## config.mk

```make
export PLATFORM = sky130hd
export DESIGN_NAME = line_counting_receive_fifo
export DESIGN_NICKNAME = d
export VERILOG_FILES = /design/src/sv/lcrf_pkg.sv /design/src/sv/lcrf_ram.sv /design/src/sv/line_counting_receive_fifo.sv
export SDC_FILE = /design/constraint.sdc
export NUM_CORES = 2
export LEC_CHECK = 0
export BUFFER_PORTS_ARGS = -buffer_cell sky130_fd_sc_hd__buf_2
export CAP_MARGIN = 0
export CORE_ASPECT_RATIO = 1.25
export CORE_UTILIZATION = 45
export DETAILED_ROUTE_END_ITERATION = 10
export PLACE_DENSITY = 0.65
export SYNTH_ARGS = -nofsm -noshare
export SYNTH_HDL_FRONTEND = slang
export SYNTH_SLANG_ARGS = --single-unit
```

## constraint.sdc

```tcl
create_clock -name clk -period 3.66 [get_ports clk]
set_input_delay 0.732 -clock clk [delete_from_list [all_inputs] [get_ports clk]]
set_output_delay 0.732 -clock clk [all_outputs]
set_load 0.01 [all_outputs]
```

## src/sv/lcrf_pkg.sv

```systemverilog
// Shared constants for the line counting receive FIFO.
// No dependencies; used by the top level and its checker.
package lcrf_pkg;

    // default storage depth in bytes
    localparam int DEPTH_DEFAULT = 512;

    // character codes
    localparam logic [7:0] LF_CODE = 8'd10;
    localparam logic [7:0] CR_CODE = 8'd13;

    // request action codes
    localparam logic ACT_PUSH = 1'b0;
    localparam logic ACT_POP  = 1'b1;

endpackage

```

## src/sv/lcrf_ram.sv

```systemverilog
// Generic single write port, single read port RAM with registered read data.
// No dependencies.
module lcrf_ram #(
    parameter int WIDTH = 8,
    parameter int DEPTH = 512
) (
    input  logic                     clk,
    input  logic                     we,
    input  logic [$clog2(DEPTH)-1:0] waddr,
    input  logic [WIDTH-1:0]         wdata,
    input  logic [$clog2(DEPTH)-1:0] raddr,
    output logic [WIDTH-1:0]         rdata
);

    logic [WIDTH-1:0] mem [DEPTH];

    // write port
    always_ff @(posedge clk)
    begin
        if (we)
        begin
            mem[waddr] <= wdata;
        end
    end

    // registered read port
    always_ff @(posedge clk)
    begin
        rdata <= mem[raddr];
    end

endmodule

```

## src/sv/line_counting_receive_fifo.sv

```systemverilog
// Line counting receive FIFO: byte storage in lcrf_ram plus index and count logic.
// Depends on lcrf_pkg and lcrf_ram.
//
// Usage:
//   Request channel (req_valid / req_stall) carries action and rx_byte. A push
//   stores rx_byte unless it is a carriage return or the FIFO is full; a pop
//   takes the oldest byte. Every request yields exactly one response on the
//   response channel (rsp_valid / rsp_stall) with the flags, fill_level and
//   lines_held after that request.
// Response timing:
//   For a push, or a pop of an empty FIFO, the response is registered and
//   shows the cycle after acceptance.
//   A pop of a stored byte passes through ST_POP_WAIT: the byte RAM has a
//   registered read, and the line count update waits on the byte read. The
//   response is registered from ST_POP_WAIT; no request is taken in that state.
// Reset:
//   Indices, occupancy and line count clear to zero. The byte RAM is not
//   cleared; only written entries are ever read.
// Stall:
//   A response waits in the output register while rsp_stall is high; a new
//   request is taken only when that register is free or being emptied and no pop is waiting.
module line_counting_receive_fifo
    import lcrf_pkg::*;
#(
    parameter int DEPTH = DEPTH_DEFAULT
) (
    input  logic                           clk,
    input  logic                           rst_n,
    input  logic                           req_valid,
    output logic                           req_stall,
    input  logic                           action,
    input  logic [7:0]                     rx_byte,
    output logic                           rsp_valid,
    input  logic                           rsp_stall,
    output logic [7:0]                     read_byte,
    output logic                           was_empty,
    output logic                           byte_stored,
    output logic                           byte_dropped,
    output logic [$clog2(DEPTH+1)-1:0]     fill_level,
    output logic [$clog2(DEPTH+1)-1:0]     lines_held
);

    localparam int IDX_W = $clog2(DEPTH);
    localparam int CNT_W = $clog2(DEPTH + 1);

    localparam logic ST_IDLE     = 1'b0;
    localparam logic ST_POP_WAIT = 1'b1;

    logic             state_reg, state_next;
    logic [IDX_W-1:0] wr_idx_reg, wr_idx_next;
    logic [IDX_W-1:0] rd_idx_reg, rd_idx_next;
    logic [CNT_W-1:0] occ_reg, occ_next;
    logic [CNT_W-1:0] lines_reg, lines_next;
    logic             rsp_valid_reg, rsp_valid_next;

    logic [7:0]       read_byte_reg, read_byte_next;
    logic             was_empty_reg, was_empty_next;
    logic             stored_reg, stored_next;
    logic             dropped_reg, dropped_next;
    logic [CNT_W-1:0] fill_reg, fill_next;
    logic [CNT_W-1:0] held_reg, held_next;
    logic             rsp_load;

    logic             accept;
    logic             is_full;
    logic             is_empty;
    logic             push_ok;
    logic             pop_ok;
    logic [7:0]       ram_rdata;

    // handshake
    assign req_stall = (state_reg == ST_POP_WAIT) || (rsp_valid_reg && rsp_stall);
    assign accept    = req_valid && !req_stall;

    assign is_full  = (occ_reg == CNT_W'(DEPTH));
    assign is_empty = (occ_reg == '0);
    assign push_ok  = accept && (action == ACT_PUSH) && !is_full && (rx_byte != CR_CODE);
    assign pop_ok   = accept && (action == ACT_POP) && !is_empty;

    // byte storage
    lcrf_ram #(
        .WIDTH (8),
        .DEPTH (DEPTH)
    ) u_ram (
        .clk   (clk),
        .we    (push_ok),
        .waddr (wr_idx_reg),
        .wdata (rx_byte),
        .raddr (rd_idx_reg),
        .rdata (ram_rdata)
    );

    // state, index and count update
    always_comb
    begin
        state_next  = state_reg;
        wr_idx_next = wr_idx_reg;
        rd_idx_next = rd_idx_reg;
        occ_next    = occ_reg;
        lines_next  = lines_reg;

        case (state_reg)
            ST_IDLE:
            begin
                if (push_ok)
                begin
                    wr_idx_next = (wr_idx_reg == IDX_W'(DEPTH - 1)) ? '0 : wr_idx_reg + 1'b1;
                    occ_next    = occ_reg + 1'b1;
                    if (rx_byte == LF_CODE)
                    begin
                        lines_next = lines_reg + 1'b1;
                    end
                end
                if (pop_ok)
                begin
                    rd_idx_next = (rd_idx_reg == IDX_W'(DEPTH - 1)) ? '0 : rd_idx_reg + 1'b1;
                    occ_next    = occ_reg - 1'b1;
                    state_next  = ST_POP_WAIT;
                end
            end
            ST_POP_WAIT:
            begin
                // read data is back; finish the line count
                if ((ram_rdata == LF_CODE) && (lines_reg != '0))
                begin
                    lines_next = lines_reg - 1'b1;
                end
                state_next = ST_IDLE;
            end
            default:
            begin
                state_next = ST_IDLE;
            end
        endcase
    end

    // response build
    always_comb
    begin
        rsp_load       = 1'b0;
        read_byte_next = 8'd0;
        was_empty_next = 1'b0;
        stored_next    = 1'b0;
        dropped_next   = 1'b0;
        fill_next      = occ_next;
        held_next      = lines_next;

        if (state_reg == ST_POP_WAIT)
        begin
            rsp_load       = 1'b1;
            read_byte_next = ram_rdata;
        end
        else if (accept && !pop_ok)
        begin
            rsp_load = 1'b1;
            if (action == ACT_POP)
            begin
                was_empty_next = 1'b1;
            end
            else
            begin
                stored_next  = push_ok;
                dropped_next = is_full;
            end
        end

        rsp_valid_next = (rsp_valid_reg && rsp_stall) || rsp_load;
    end

    // control registers
    always_ff @(posedge clk or negedge rst_n)
    begin
        if (!rst_n)
        begin
            state_reg     <= ST_IDLE;
            wr_idx_reg    <= '0;
            rd_idx_reg    <= '0;
            occ_reg       <= '0;
            lines_reg     <= '0;
            rsp_valid_reg <= 1'b0;
        end
        else
        begin
            state_reg     <= state_next;
            wr_idx_reg    <= wr_idx_next;
            rd_idx_reg    <= rd_idx_next;
            occ_reg       <= occ_next;
            lines_reg     <= lines_next;
            rsp_valid_reg <= rsp_valid_next;
        end
    end

    // response payload
    always_ff @(posedge clk)
    begin
        if (rsp_load)
        begin
            read_byte_reg <= read_byte_next;
            was_empty_reg <= was_empty_next;
            stored_reg    <= stored_next;
            dropped_reg   <= dropped_next;
            fill_reg      <= fill_next;
            held_reg      <= held_next;
        end
    end

    assign rsp_valid    = rsp_valid_reg;
    assign read_byte    = read_byte_reg;
    assign was_empty    = was_empty_reg;
    assign byte_stored  = stored_reg;
    assign byte_dropped = dropped_reg;
    assign fill_level   = fill_reg;
    assign lines_held   = held_reg;

endmodule

```

==> out/qor.yml <==
reg2reg_to: "u_ram.rdata[7]"
htreeDepth: 5
overflow: 0
fin_util_pct: 51.5
die_y_um: 673
worst-path-max-fanout: 39
clock-sinks: 4175
synth_top_family_by_area: "multiplexers"
drc: 0
place.gp.congestion: 0.936
max_freq_mhz: 265
status: "finished with violations"
fin_crit_sh_pct: 103
violations: "max-capacitance violations, max-slew violations, negative setup slack"
ctsRootBufferMaster: "clkbuf_16"
dp.cells: 12500
regMostFlops: "u_ram.mem"
multi_input_area_um2: 34600
peakVddDrop_mv: 0.611
ys.flop_type: "edfxtp_1"
crit_type: "flip-flop to flip-flop"
fill_cells: 27500
power_density_nw_per_um2: 728
synthesis.nets: 7687
async_flop_share_pct: 0.958
nets: 8247
portBuffers: 45
finalNonFillerCells: 13300
dieArea_um2: 363000
wl_mm: 473
slew_viol_final: 55
synth_area_um2: 162000
synth_common_cells: "edfxtp_1, mux4_2, nor2_1, mux2i_1, clkbuf_1"
relSlewSlack_pct: -3.29
netlist_instances: 7663
synth_edf_count: 4127
largest_register_ffs: 4096
area_growth_pct: 13.9
crit_required_ps: 4470
critPathLaunch: "rd_idx_reg[1]"
setup_viol_count_final: 2
critPathMaxStageDelay_ps: 690
synth_seq_cells: 4175
period_minus_slack_ps: 3780
clk_latency_ps: 930
ys_seq_area_share_pct: 77.1
die_w_um: 539
rows: 246
finalSetupTns_ps: -161
synthAdderAreaFrac_pct: 0.0848
synthMuxAreaShare_pct: 15.0
cp_slowest_cell: "dfrtp_4"
p_total_mw: 135
avgRoutedWirePerCell_um: 35.7
r2r_cells: 8
worstSetupEndpointType: "flip-flop"
yosysUniqueCellTypes: 85
critPathCapture: "u_ram.rdata[7]"
grt_antenna_before_repair: 15
hold_buffers: 0
maxCapViolCount: 1
grt_start_max_net_pins: 205
cts_tree: "built"
tightest_slew_ps: 1550
yosys.area.top_type: "edfxtp_1"
r2r_start: "rd_idx_reg[1]"
synth-simple-area-share_pct: 2.56
reg2reg_slack_ps: -120
worst_slack_ps: -118
yosysMostFrequentCell: "edfxtp_1"
clock_skew_ps: 36.1
cp_data_arrival_time_ps: 4590
viasPerCell: 6.32
critPathLaunchType: "flip-flop"
first_pass_iters: 8
synth_xor_area_share_pct: 0.0971
cts_buffers: 383
synth_top_area_share_pct: 76.3
grt_first_pass_wirelength_mm: 657
first_global_vias: 83300
clk_pin_slew_ps: 60
synthTopCellsByArea: "edfxtp_1, mux4_2, mux2i_1"
clock_path_buffers: 4
holdCritPathClass: "input pin to asynchronous set/reset pin"
path_cells: "buf_12 -> buf_12 -> buf_4 -> mux4_2 -> mux4_2 -> o21ai_1 -> a32oi_1 -> o22a_1"
layout-drive-gt1-share_pct: 27.2
routed-via-count: 83700
dp_hpwl_mm: 297
grt_usage_pct: 25.8
yosysWarnings: 0
num_io_pins: 46
coreArea_um2: 359000
ant_nets: 0
p_leak_nw: 57.4
post-place-ws_ps: -471
hold_viol: 0
initialDrtViolationCount: 12200
synth-compound-area-share_pct: 3.25
regArea_um2: 125000
avgSynthCellArea_um2: 21.2
start_util_pct: 45.2
==> timing repair <==
| action | CTS | global route |
|---|---|---|
| resized for setup | 47 | 31 |
| hold endpoints to repair | 0 | 0 |
| setup buffers | 0 | 3 |
| setup endpoints to repair | 298 | 623 |
| pin swaps | 1 | 1 |
| gates cloned | 0 | 1 |
==> kinds of logic after synthesis <==
kind of cell	count (synthesis)
AOI/OAI and AO/OA	745
xor gates and xnor gates	18
adders and majority gates	11
DFF	4175
muxes	1243
buffers and inverters	500
and+or+nand+nor	971
==> worst max-delay path: cells and delay by family (launching register included) <==
family / cells / cell delay [ps]
buffers and inverters: 3 / 860
multiplexers: 2 / 830
AO/OA/AOI/OAI: 3 / 1230
flip-flops: 1 / 690
==> cells in the final DEF, fill, tap and decap left out, types with 33 or more instances in the layout <==
master     synthesis  routed
nor3_1            39      37
edfxtp_1        4127    4127
a21oi_1          130     130
clkbuf_1         181      60
o221ai_1          46      46
clkinv_2           0      80
mux2i_1          274     274
bufinv_16          0      39
a22oi_1          172     169
o21ai_0           81      79
buf_2            151      37
clkinv_1           1      73
dfrtp_1           40      33
mux4_2           956     956
buf_12            18     138
a221oi_1          60      58
nor2_2             1      51
nand3_1           62      57
nor2_1           581     527
buf_4             35     465
nand2_1          166     153
clkbuf_16          0     389
o22ai_1           53      53
==> layout make-up <==
cell class | instances | area share [%]
inverter | 21 | 0.0487
tap | 4712 | 3.19
sequential | 4175 | 67.7
clock buffer | 452 | 5.40
multi-input combinational | 2988 | 18.7
clock inverter | 244 | 1.32
antenna | 11 | 0.0149
timing repair buffer | 654 | 3.61
==> worst min path at each step <==
stage               slack (ps)            to  depth (start not counted)          from
floorplan                  440  lines_reg[0]                          0         rst_n
finish                      40  lines_reg[5]                          1         rst_n
global route                60  lines_reg[5]                          1         rst_n
detailed placement         510  lines_reg[9]                          1  lines_reg[9]
global placement           490  lines_reg[9]                          1  lines_reg[9]
CTS                         10  lines_reg[7]                          1         rst_n
==> stage by stage <==
step / hold WS [ps] / instance area [um^2]
floorplan: 436 / 162000
global placement: 491 / 172000
detailed placement: 511 / 172000
CTS: 11.0 / 185000
global route: 60.4 / 185000
finish: 43.2 / 185000
==> per-layer routing <==
metal,vias up,global-route usage [%],part of all wire (%)
met5,-,0,0.012
met4,10,14.8,6.6
met3,1057,5.48,10
met2,5334,41.6,48
met1,44200,32.5,35
li1,33200,-,-
==> power breakdown <==
group          switching, mW  internal (mW)  total [mW]
sequential             0.556           52.8        53.4
clock                   17.7           22.4        40.1
combinational           24.5           16.6        41.0
No activity file was read; power rests on OpenSTA's default activity.
